<file path="src/rtl/dsg_pkg.sv">
// shared types, constants and sine table builder for the decaying sine generator
package dsg_pkg;

    // default sizes handed to the top level parameters
    localparam int DEF_SINE_TABLE_DEPTH = 256;
    localparam int DEF_PHASE_BITS       = 24;

    // field and register widths
    localparam int CFG_DATA_W = 24;
    localparam int CFG_IDX_W  = 2;
    localparam int SAMPLE_W   = 16;
    localparam int MAG_W      = 15;
    localparam int AMP_W      = 15;
    localparam int FRAME_W    = 24;
    localparam int ENV_W      = 24;

    // shared multiplier operand and product widths
    localparam int MUL_A_W = 30;
    localparam int MUL_B_W = 24;
    localparam int PROD_W  = MUL_A_W + MUL_B_W;

    // fixed-point constants
    localparam int MAG_SHIFT = 38;
    localparam int ENV_FRAC  = 24;
    localparam logic [MAG_W-1:0]  FULL_SCALE = 15'h7FFF;
    localparam logic [ENV_W-1:0]  ENV_ONE    = 24'h80_0000;
    localparam logic [PROD_W-1:0] ENV_ROUND  = PROD_W'(64'd1 << (ENV_FRAC - 1));
    localparam longint unsigned HALF_PI_Q30  = 64'd1686629713;

    // configuration register reset values
    localparam logic [CFG_DATA_W-1:0] RST_PHASE_STEP   = 24'd0;
    localparam logic [AMP_W-1:0]      RST_AMPLITUDE    = 15'h7FFF;
    localparam logic [CFG_DATA_W-1:0] RST_DECAY_FACTOR = 24'hFF_FFFF;
    localparam logic [CFG_DATA_W-1:0] RST_SAMPLE_COUNT = 24'd48000;

    // configuration register indexes
    typedef enum logic [CFG_IDX_W-1:0] {
        CFG_PHASE_STEP   = 2'd0,
        CFG_AMPLITUDE    = 2'd1,
        CFG_DECAY_FACTOR = 2'd2,
        CFG_SAMPLE_COUNT = 2'd3
    } cfg_reg_t;

    // signed sine value as sign and magnitude
    typedef struct packed {
        logic             neg;
        logic [MAG_W-1:0] mag;
    } sine_val_t;

    // quarter-wave entry: truncating q2.30 taylor series through x^13
    function automatic logic [MAG_W-1:0] sine_entry(input int unsigned k,
                                                    input int unsigned qbits);
        longint unsigned x;
        longint unsigned x2;
        longint unsigned term;
        longint unsigned scaled;
        longint          sum;
        x    = (HALF_PI_Q30 * longint'(k)) >> qbits;
        x2   = (x * x) >> 30;
        term = x;
        sum  = longint'(x);
        for (int n = 1; n <= 6; n++) begin
            term = (term * x2) >> 30;
            case (n)
                1:       term = term / 6;
                2:       term = term / 20;
                3:       term = term / 42;
                4:       term = term / 72;
                5:       term = term / 110;
                default: term = term / 156;
            endcase
            if ((n & 1) != 0)
                sum = sum - longint'(term);
            else
                sum = sum + longint'(term);
        end
        if (sum < 0)
            sum = 0;
        scaled = ((longint'(sum) * 32767) + (64'd1 << 29)) >> 30;
        return scaled[MAG_W-1:0];
    endfunction

endpackage

</file>
<file path="src/rtl/dsg_sine_rom.sv">
// quarter-wave sine rom with quadrant folding and registered read
module dsg_sine_rom
    import dsg_pkg::*;
#(
    parameter int SINE_TABLE_DEPTH = DEF_SINE_TABLE_DEPTH,
    parameter int PHASE_BITS       = DEF_PHASE_BITS
)
(
    input  logic                  clk,
    input  logic [PHASE_BITS-1:0] phase,
    output sine_val_t             sine
);

    // largest power of two not above the table depth
    localparam int DEPTH_LOG = $clog2(SINE_TABLE_DEPTH);
    localparam int QBITS     = ((1 << DEPTH_LOG) == SINE_TABLE_DEPTH) ? DEPTH_LOG
                                                                     : DEPTH_LOG - 1;
    localparam int QDEPTH    = 1 << QBITS;

    logic [1:0]       quad;
    logic [QBITS-1:0] idx;
    logic [QBITS-1:0] rd_addr;
    logic [MAG_W-1:0] rom_table [QDEPTH];
    logic [MAG_W-1:0] rom_q_reg;
    logic             neg_reg;
    logic             peak_pt_reg;

    // constant table contents
    for (genvar k = 0; k < QDEPTH; k++) begin : g_rom
        assign rom_table[k] = sine_entry(k, QBITS);
    end

    // quadrant and index from the top phase bits, mirrored in odd quadrants
    assign quad    = phase[PHASE_BITS-1 -: 2];
    assign idx     = phase[PHASE_BITS-3 -: QBITS];
    assign rd_addr = quad[0] ? (~idx + QBITS'(1)) : idx;

    // registered read
    always_ff @(posedge clk)
    begin
        rom_q_reg   <= rom_table[rd_addr];
        neg_reg     <= quad[1];
        peak_pt_reg <= quad[0] && (idx == '0);
    end

    // the quarter-turn point reads full scale
    assign sine.neg = neg_reg;
    assign sine.mag = peak_pt_reg ? FULL_SCALE : rom_q_reg;

endmodule

</file>
<file path="src/rtl/dsg_mul.sv">
// shared unsigned multiplier with registered product
module dsg_mul
    import dsg_pkg::*;
(
    input  logic               clk,
    input  logic               load,
    input  logic [MUL_A_W-1:0] a,
    input  logic [MUL_B_W-1:0] b,
    output logic [PROD_W-1:0]  prod
);

    logic [PROD_W-1:0] prod_reg;

    // one product per cycle when loaded, held otherwise
    always_ff @(posedge clk)
    begin
        if (load)
            prod_reg <= a * b;
    end

    assign prod = prod_reg;

endmodule

</file>
<file path="src/rtl/decaying_sine_generator_core.sv">
// top level: sequencer, state and output register of the decaying sine generator
//
// Usage
//   Input channel (in_valid / in_stall / restart): one request per sample tick.
//   A request with restart high clears phase, envelope, frame and peak and
//   starts a tone; a request with restart low produces the next sample of a
//   running tone, or nothing once the tone has ended.
//   Output channel (out_valid / out_stall): sample, peak_value, peak_frame and
//   last, one result per request that produces a sample.
//   Configuration (cfg_write_en / cfg_index / cfg_data) is written while idle.
// Timing
//   A producing request runs from acceptance to result as follows: the rom read
//   happens at the accepting edge, then three passes through the shared
//   multiplier (sine by amplitude, by envelope, then envelope by decay), then
//   the output register load.
//   in_stall is high during that work, so no new request is taken until the result is loaded.
//   A request that produces nothing is absorbed in its accepting cycle.
// Reset and stall
//   rst_n clears the state, loads register defaults and leaves the tone stopped.
//   While out_stall holds a result, the next request is still accepted; its
//   final step waits until the output register is free.
module decaying_sine_generator_core
    import dsg_pkg::*;
#(
    parameter int SINE_TABLE_DEPTH = DEF_SINE_TABLE_DEPTH,
    parameter int PHASE_BITS       = DEF_PHASE_BITS
)
(
    input  logic                        clk,
    input  logic                        rst_n,
    // configuration write port
    input  logic                        cfg_write_en,
    input  logic [CFG_IDX_W-1:0]        cfg_index,
    input  logic [CFG_DATA_W-1:0]       cfg_data,
    // request channel
    input  logic                        in_valid,
    output logic                        in_stall,
    input  logic                        restart,
    // result channel
    output logic                        out_valid,
    input  logic                        out_stall,
    output logic signed [SAMPLE_W-1:0]  sample,
    output logic [MAG_W-1:0]            peak_value,
    output logic [FRAME_W-1:0]          peak_frame,
    output logic                        last
);

    localparam int SUM_W = (PHASE_BITS > CFG_DATA_W) ? PHASE_BITS : CFG_DATA_W;

    typedef enum logic [4:0] {
        ST_IDLE  = 5'b00001,
        ST_AMP   = 5'b00010,
        ST_ENV   = 5'b00100,
        ST_DECAY = 5'b01000,
        ST_DONE  = 5'b10000
    } state_t;

    state_t                       state_reg, state_next;
    logic [CFG_DATA_W-1:0]        phase_step_reg;
    logic [AMP_W-1:0]             amplitude_reg;
    logic [CFG_DATA_W-1:0]        decay_reg;
    logic [CFG_DATA_W-1:0]        count_reg;
    logic [PHASE_BITS-1:0]        phase_reg, phase_next;
    logic [ENV_W-1:0]             env_reg, env_next;
    logic [FRAME_W-1:0]           frame_reg, frame_next;
    logic [MAG_W-1:0]             peak_reg, peak_next;
    logic [FRAME_W-1:0]           pos_reg, pos_next;
    logic                         running_reg, running_next;
    logic [MAG_W-1:0]             mag_reg, mag_next;
    logic                         out_valid_reg, out_valid_next;
    logic signed [SAMPLE_W-1:0]   sample_reg, sample_next;
    logic [MAG_W-1:0]             peak_out_reg, peak_out_next;
    logic [FRAME_W-1:0]           frame_out_reg, frame_out_next;
    logic                         last_reg, last_next;

    sine_val_t                    sine;
    logic                         mul_load;
    logic [MUL_A_W-1:0]           mul_a;
    logic [MUL_B_W-1:0]           mul_b;
    logic [PROD_W-1:0]            prod;

    logic [SUM_W-1:0]             phase_sum;
    logic [SAMPLE_W-1:0]          prod_mag;
    logic [PROD_W-1:0]            env_sum;
    logic [CFG_DATA_W-1:0]        count_eff;
    logic [FRAME_W:0]             frame_inc;
    logic                         is_last;
    logic                         peak_hit;
    logic signed [SAMPLE_W-1:0]   mag_s;

    // sine lookup follows the phase as it will stand once the request is taken
    dsg_sine_rom #(
        .SINE_TABLE_DEPTH (SINE_TABLE_DEPTH),
        .PHASE_BITS       (PHASE_BITS)
    ) u_rom (
        .clk   (clk),
        .phase (phase_next),
        .sine  (sine)
    );

    dsg_mul u_mul (
        .clk  (clk),
        .load (mul_load),
        .a    (mul_a),
        .b    (mul_b),
        .prod (prod)
    );

    // datapath helpers
    assign phase_sum = SUM_W'(phase_reg) + SUM_W'(phase_step_reg);
    assign prod_mag  = prod[MAG_SHIFT +: SAMPLE_W];
    assign env_sum   = prod + ENV_ROUND;
    assign count_eff = (count_reg == '0) ? CFG_DATA_W'(1) : count_reg;
    assign frame_inc = {1'b0, frame_reg} + (FRAME_W + 1)'(1);
    assign is_last   = frame_inc >= (FRAME_W + 1)'(count_eff);
    assign peak_hit  = mag_reg > peak_reg;
    assign mag_s     = {1'b0, mag_reg};

    // sequencer and next state
    always_comb
    begin
        state_next     = state_reg;
        phase_next     = phase_reg;
        env_next       = env_reg;
        frame_next     = frame_reg;
        peak_next      = peak_reg;
        pos_next       = pos_reg;
        running_next   = running_reg;
        mag_next       = mag_reg;
        out_valid_next = out_valid_reg && out_stall;
        sample_next    = sample_reg;
        peak_out_next  = peak_out_reg;
        frame_out_next = frame_out_reg;
        last_next      = last_reg;
        mul_load       = 1'b0;
        mul_a          = '0;
        mul_b          = '0;
        unique case (state_reg)
            ST_IDLE:
            begin
                if (in_valid)
                begin
                    if (restart)
                    begin
                        phase_next   = '0;
                        env_next     = ENV_ONE;
                        frame_next   = '0;
                        peak_next    = '0;
                        pos_next     = '0;
                        running_next = 1'b1;
                        state_next   = ST_AMP;
                    end
                    else if (running_reg)
                    begin
                        state_next = ST_AMP;
                    end
                end
            end
            ST_AMP:
            begin
                // sine magnitude times amplitude
                mul_load   = 1'b1;
                mul_a      = MUL_A_W'(sine.mag);
                mul_b      = MUL_B_W'(amplitude_reg);
                state_next = ST_ENV;
            end
            ST_ENV:
            begin
                // then times envelope
                mul_load   = 1'b1;
                mul_a      = prod[MUL_A_W-1:0];
                mul_b      = env_reg;
                state_next = ST_DECAY;
            end
            ST_DECAY:
            begin
                // saturate the magnitude, start the envelope update
                mag_next   = (prod_mag > SAMPLE_W'(FULL_SCALE)) ? FULL_SCALE
                                                                : prod_mag[MAG_W-1:0];
                mul_load   = 1'b1;
                mul_a      = MUL_A_W'(env_reg);
                mul_b      = decay_reg;
                state_next = ST_DONE;
            end
            ST_DONE:
            begin
                // commit once the output register is free
                if (!out_valid_reg || !out_stall)
                begin
                    out_valid_next = 1'b1;
                    sample_next    = sine.neg ? -mag_s : mag_s;
                    if (peak_hit)
                    begin
                        peak_next = mag_reg;
                        pos_next  = frame_reg;
                    end
                    peak_out_next  = peak_hit ? mag_reg : peak_reg;
                    frame_out_next = peak_hit ? frame_reg : pos_reg;
                    last_next      = is_last;
                    env_next       = env_sum[ENV_FRAC +: ENV_W];
                    phase_next     = phase_sum[PHASE_BITS-1:0];
                    if (is_last)
                        running_next = 1'b0;
                    else
                        frame_next = frame_inc[FRAME_W-1:0];
                    state_next = ST_IDLE;
                end
            end
            default:
            begin
                state_next = ST_IDLE;
            end
        endcase
    end

    // control state and tone state
    always_ff @(posedge clk or negedge rst_n)
    begin
        if (!rst_n)
        begin
            state_reg     <= ST_IDLE;
            phase_reg     <= '0;
            env_reg       <= ENV_ONE;
            frame_reg     <= '0;
            peak_reg      <= '0;
            pos_reg       <= '0;
            running_reg   <= 1'b0;
            out_valid_reg <= 1'b0;
        end
        else
        begin
            state_reg     <= state_next;
            phase_reg     <= phase_next;
            env_reg       <= env_next;
            frame_reg     <= frame_next;
            peak_reg      <= peak_next;
            pos_reg       <= pos_next;
            running_reg   <= running_next;
            out_valid_reg <= out_valid_next;
        end
    end

    // configuration registers
    always_ff @(posedge clk or negedge rst_n)
    begin
        if (!rst_n)
        begin
            phase_step_reg <= RST_PHASE_STEP;
            amplitude_reg  <= RST_AMPLITUDE;
            decay_reg      <= RST_DECAY_FACTOR;
            count_reg      <= RST_SAMPLE_COUNT;
        end
        else if (cfg_write_en)
        begin
            unique case (cfg_reg_t'(cfg_index))
                CFG_PHASE_STEP:   phase_step_reg <= cfg_data;
                CFG_AMPLITUDE:    amplitude_reg  <= cfg_data[AMP_W-1:0];
                CFG_DECAY_FACTOR: decay_reg      <= cfg_data;
                CFG_SAMPLE_COUNT: count_reg      <= cfg_data;
            endcase
        end
    end

    // payload registers
    always_ff @(posedge clk)
    begin
        mag_reg       <= mag_next;
        sample_reg    <= sample_next;
        peak_out_reg  <= peak_out_next;
        frame_out_reg <= frame_out_next;
        last_reg      <= last_next;
    end

    // ports
    assign in_stall   = (state_reg != ST_IDLE);
    assign out_valid  = out_valid_reg;
    assign sample     = sample_reg;
    assign peak_value = peak_out_reg;
    assign peak_frame = frame_out_reg;
    assign last       = last_reg;

endmodule

</file>
<file path="config.mk">
export PLATFORM = sky130hd
export DESIGN_NAME = decaying_sine_generator_core
export DESIGN_NICKNAME = d
export VERILOG_FILES = /design/src/rtl/dsg_pkg.sv /design/src/rtl/dsg_sine_rom.sv /design/src/rtl/dsg_mul.sv /design/src/rtl/decaying_sine_generator_core.sv
export SDC_FILE = /design/constraint.sdc
export NUM_CORES = 2
export LEC_CHECK = 0
export BUFFER_PORTS_ARGS = -buffer_cell sky130_fd_sc_hd__buf_2
export CORE_MARGIN = 2
export CORE_UTILIZATION = 30
export DETAILED_ROUTE_END_ITERATION = 7
export GPL_TIMING_DRIVEN = 0
export PLACE_DENSITY = 0.49
export SKIP_LAST_GASP = 1
export SLEW_MARGIN = 10
export SYNTH_ARGS = -nofsm -noshare
export SYNTH_HDL_FRONTEND = slang
export SYNTH_SLANG_ARGS = --single-unit
</file>
<file path="constraint.sdc">
create_clock -name clk -period 18.55 [get_ports clk]
set_input_delay 3.71 -clock clk [delete_from_list [all_inputs] [get_ports clk]]
set_output_delay 3.71 -clock clk [all_outputs]
set_load 0.1 [all_outputs]
</file>
* Word level (Yosys, flattened, before mapping)
Memories as Yosys holds them, arrays and structs flattened. A register that Yosys moved wholly into a read port is not among the register bits.
Cells that the tools add are included.
W data, S select, Z words.
** Word-level totals
- Bits of input ports :: 32
- Bits in read-only memories :: 3840
- Bits in registers :: 332
- Output and inout bits :: 58
- Memories :: 1
** Operators by class
- Eq/ne operators :: 15
- Add/subtract/negate cells :: 5
- Muxes and demuxes :: 40
- $mul :: 1
- Magnitude comparators :: 3
- Bitwise gates (word level) :: 2
- Reductions and logical operators :: 19
** Memory list
- (no name shown) :: words 256, width 15, rd ports 1, clocked after Yosys merged registers in 1, wr ports 0, line dsg_sine_rom.sv:41 : rom_q_reg <= rom_table[rd_addr];
** Operators with widths (count)
- $mux W24 :: 13
- $pmux W24 S2 :: 4
- $mux W15 :: 6
- $pmux W30 S3 :: 1
- $pmux W24 S3 :: 1
- $mul A30 B24 Y54 :: 1
- $add A48 B24 Y48 const B :: 1
- $pmux W15 S2 :: 1
- $add A24 B1 Y25 const B :: 1
- $ge A25 B24 Y1 :: 1
- $pmux W5 S5 :: 1
- $add A24 B24 Y24 :: 1
- $logic_not A24 Y1 :: 1
- $mux W5 :: 4
- $gt A16 B15 Y1 const B :: 1
- $neg A15 Y16 :: 1
- $gt A15 B15 Y1 :: 1
- $ne A2 B2 Y1 const B :: 5
- $reduce_and A2 Y1 :: 5
- $reduce_and A5 Y1 :: 2
- $not A8 Y9 :: 1
- $add A8 B1 Y8 const B :: 1
- $logic_not A8 Y1 :: 1
- $mux W8 :: 1
- other kinds (20) :: 29

* Logic depth before layout (Yosys ltp)
- Depth after elaboration :: 8
- Gate-level depth with buffers :: 36
- Depth with buffers taken out :: 32

* Hierarchy
From an unflattened synthesis, not the netlist that was laid out.
** Unflattened totals
- Cells, all modules :: 4863
- Area, all modules :: 44971.9 µm²
** By module, submodules not included
- dsg_mul :: instances 1, sequential area each 1621.6 µm², cells each 2734, area an instance 25019.0 µm²
- decaying_sine_generator_core :: instances 1, sequential area each 7322.0 µm², cells each 1281, area an instance 14415.1 µm²
- dsg_sine_rom :: instances 1, sequential area each 340.3 µm², cells each 848, area an instance 5537.8 µm²

* Worst setup path after synthesis
OpenSTA, ideal clock, no wires.
- Kind :: flip-flop to flip-flop
- Start point :: register state_reg[4]
- End point :: register u_mul.prod_reg[46], in the netlist u_mul.prod[46] (data pin)
- Setup slack :: 9.508 ns
- Arrival time :: 8.782 ns
- Cell stages (with the launch flop) :: 33
- Clock period less this slack :: 9.042 ns
- Library setup time :: 0.260 ns
- Cell sequence :: dfrtp_1 > nor4_1 > and2_1 > clkbuf_1 > clkbuf_1 > clkbuf_1 > a22o_1 > clkbuf_1 > nand2_1 > fa_1 > fa_1 > inv_1 > fa_1 > fa_1 > fa_1 > fa_1 > inv_1 > fa_1 > inv_1 > ha_1 > a21o_1 > a21o_1 > a21oi_1 > o21bai_1 > a21oi_1 > o21ai_0 > o21bai_1 > o41a_1 > and4_1 > or3_1 > and3_1 > a31oi_1 > xnor2_1
** Between the ends
- Longest elaborated chain between the ends :: 3
- Elaborated cells on any way between the ends :: 6
- Those cells by class :: 1 x mul; 3 x eq/ne; 2 x mux
** RTL lines
- start: declaration :: line decaying_sine_generator_core.sv:58 : state_t state_reg, state_next;
- start signal: assignment :: line decaying_sine_generator_core.sv:232 : state_reg <= state_next;
- $eq A5 B4 Y1 (tied with other cells) :: line decaying_sine_generator_core.sv:138 : unique case (state_reg)
- $pmux W30 S3 / $pmux W24 S3 (equally long branches) :: line decaying_sine_generator_core.sv:138
- $mul A30 B24 Y54 (*) :: line dsg_mul.sv:18 : prod_reg <= a * b;
- end signal: assignment :: line dsg_mul.sv:18
- end: declaration :: line dsg_mul.sv:12 : logic [PROD_W-1:0] prod_reg;
Every way passes the cells marked *; elsewhere a longest branch is shown, timed or not.
A chain may end at the register's enable or synchronous reset.

* Worst setup path in the final report
- Start point :: register state_reg[2]
- End point :: register u_mul.prod_reg[53], in the netlist u_mul.prod[53] (data pin)
The elaborated chain is that of the path after synthesis.

==> out/summary.txt <==
Status: finished clean
Lkg Pwr: 21.45 nW
Std cell rows: 139
Remaining antenna violation count after routing: 0
Average wire per standard cell: 25.78 um
Final setup violation count: 0
DR iter-0 viols: 3176
Avg Inst Size Synth: 9.127 um2
Power share of the clock group: 33.0%
Vias per cell: 5.278
TritonCTS buffer count: 40
Core area: 0.1433 mm2
Number of synthesized flops with an enable pin: 125
Top cells by area, synth: fa_1 (29%), dfrtp_1 (9.1%), edfxtp_1 (8.7%)
Die height: 383.4 um
Max-Slew Margin vs Limit: 7.822%
Sequential share of power: 36.6%
DRC Markers: 0
Post-DP HPWL: 140000 um
First-pass GRT wire length: 259000 um
Post-synthesis instance area: 0.04317 mm2
Hold_buf cts: 0
Crit path max-delay cell type: a31oi_1
Congestion Overflow GR: 0
Max-slew violation count: 0
CP arrival: 13.03 ns
# resized after CTS: 0
Ys async rst share: 59.08%
Fmax: 0.07875 GHz
FF+latch area: 0.009284 mm2
CP endpoint kind: flop
Clk_skew: 0.04272 ns
Post-Synthesis Cells: 4730
Synth warnings: 0
Synthesized Nets: 5643
Worst-margin pin slew: 1.383 ns
Clock buffer depth: 3
Die W: 383.4 um
RSZ-0062 raised after global routing: false
P_int: 1.629 mW
Clock Latency Late Sink: 0.60 ns
Max reg flops: 54
Critical Path RT: 18.88 ns
Fin crit share: 68.46%
Most common cell in the netlist: inv_1
Number of nets in the layout: 5780
CP Class: reg -> reg
Area of the multi-input gates: 0.02992 mm2
Max FO, Critical Path: 10
Drt first pass iters: 6
Switching part of the total: 39.04%
# IOs: 90
Clk slew on worst S/H paths: 0.06 ns
Synth cell types: 98
Max Cap Viol: 0
Vias in the first global route: 37.26k
Placed Cells: 6727
Crit start category: flop
Worst hold path class: reg -> reg
Clock sink count: 347
Post-layout util: 33.23%
Die ar.: 0.1470 mm2
Port bufs: 89
Logic pwr share: 30.4%
CTS H-tree depth: 2
Post-synth top area share: 28.52%
Fillers: 15.15k
CTS tree: done
Worst VDD drop: 71.15 uV
Synth area leader: fa_1
Layout cells sized above 1: 9.430%
Drt total wl: 175400 um
NetSw: 1.043 mW
Routed via count: 35.92k
Initial core utilization: 30.13%
Final hold vios: 0
Area Growth Syn to Fin: 10.31%
Yosys reg bits: 347
Ys flop type: dfrtp_1
Largest net degree at the start of global routing: 110
Top cell by count, worst path: fa_1
Slowest stage delay, CP: 0.75 ns
Seq/Total Area, Yosys: 21.50%
Final min period: 12.70 ns
PwrDens: 56.10 mW/mm2
Post-CTS setup buffer count: 0
Sum Neg Setup Slack: 0 ns
Antenna violations before repair: 5
Clock root buffer: clkbuf_16
All-Layer GR Usage: 23.90%
Synth top cells by count: inv_1 (776), nand2_1 (668), fa_1 (615)
Finished Layout Cells: 6805
GP Congestion: 1.000
[cell usage in the layout (no fill, tap or decap), types with 20 or more instances in the layout]
cell	synthesis	final
a211oi_1	22	22
a21o_1	58	58
a21oi_1	134	134
a22o_1	63	63
a22oi_1	54	51
a31oi_1	27	27
and2_1	41	41
and3_1	23	23
buf_2	45	135
clkbuf_1	195	196
clkbuf_16	0	42
dfrtp_1	157	157
dfstp_2	48	48
edfxtp_1	125	125
fa_1	615	615
ha_1	266	266
inv_1	776	776
mux2_2	127	127
nand2_1	668	668
nand2b_1	20	20
nand3_1	78	78
nand4_1	26	26
nor2_1	431	431
nor2b_1	20	20
nor3_1	38	38
o211ai_1	28	28
o21ai_0	159	159
xnor2_1	86	85
xor2_1	42	42
[per-layer routing]
metal,share of wire [%],routed length (um),GRT usage (%)
met4,5.5,9689,10.96
met1,43,74710,32.34
met3,7.5,13220,3.998
met5,0.053,93,0
met2,44,77710,37.39
[area by class of cell]
type	instances	area share, %
diodes	3	0.01576
plain buffers	263	2.249
clock buffers	47	2.309
clock inverters	27	0.8092
inverters	780	6.148
multi-input cells	3340	62.83
flip-flops and latches	347	19.50
well taps	1903	5.000
repair buffers	95	1.143
[logic make-up (layout without fill, tap and decap cells)]
logic type               Yosys count  in the layout  share of synthesized area, %
multiplexers                     148            148                         3.956
XOR/XNOR                         136            136                         2.976
other                              0              3                             0
flip-flops                       347            347                         21.50
AND/OR/NAND/NOR                 1429           1429                         14.10
adder cells (fa/ha/maj)          881            881                         36.23
AO/OA/AOI/OAI                    746            746                         11.98
buffers and inverters           1043           1212                         9.254
[power groups by stage]
stage,logic (mW),clock network (mW),registers (mW)
floorplan,0.452,0,0.959
global placement,0.796,0,0.992
detailed placement,0.795,0,0.991
CTS,0.799,0.899,0.977
global route,0.859,0.932,0.987
finish,0.812,0.882,0.978
[per-stage QoR]
stage          cell area, um2  total power, mW  setup slack [ns]  hold slack (ns)
3_5_place_dp            46120            1.786             5.991           0.4745
3_3_place_gp            46000            1.788             5.852           0.4655
5_1_grt                 47620            2.777             5.244           0.5105
4_1_cts                 47610            2.675             5.938           0.4876
6_report                47620            2.672             5.851           0.4861
2_1_floorplan           43170            1.411             9.508           0.4538
[worst max-delay path: cells and delay by family (launching register included)]
family                   cells  cell delay, ns
XOR/XNOR                     1            0.09
AND/OR/NAND/NOR              5            2.00
AO/OA/AOI/OAI               12            4.16
buffers and inverters        8            1.92
adder cells (fa/ha/maj)      8            3.85
flip-flops                   1            0.41
[final timing paths]
path / from / end / slack, ns / cells past startpoint
min in group asynchronous: rst_n / phase_step_reg[8]$_DFFE_PN0P_ / 3.18 / 1
max in group asynchronous: rst_n / env_reg[16]$_DFFE_PN0P_ / 14.34 / 2
setup / recovery: state_reg[2]$_DFFE_PN0P_ / u_mul.prod[53]$_DFFE_PN_ / 5.85 / 34
hold reg to reg: phase_reg[6]$_DFFE_PN0P_ / phase_reg[6]$_DFFE_PN0P_ / 0.49 / 2
setup reg to reg: state_reg[2]$_DFFE_PN0P_ / u_mul.prod[53]$_DFFE_PN_ / 5.85 / 34
hold / removal: phase_reg[6]$_DFFE_PN0P_ / phase_reg[6]$_DFFE_PN0P_ / 0.49 / 2
Note: power is estimated with default switching activity, not from simulation.
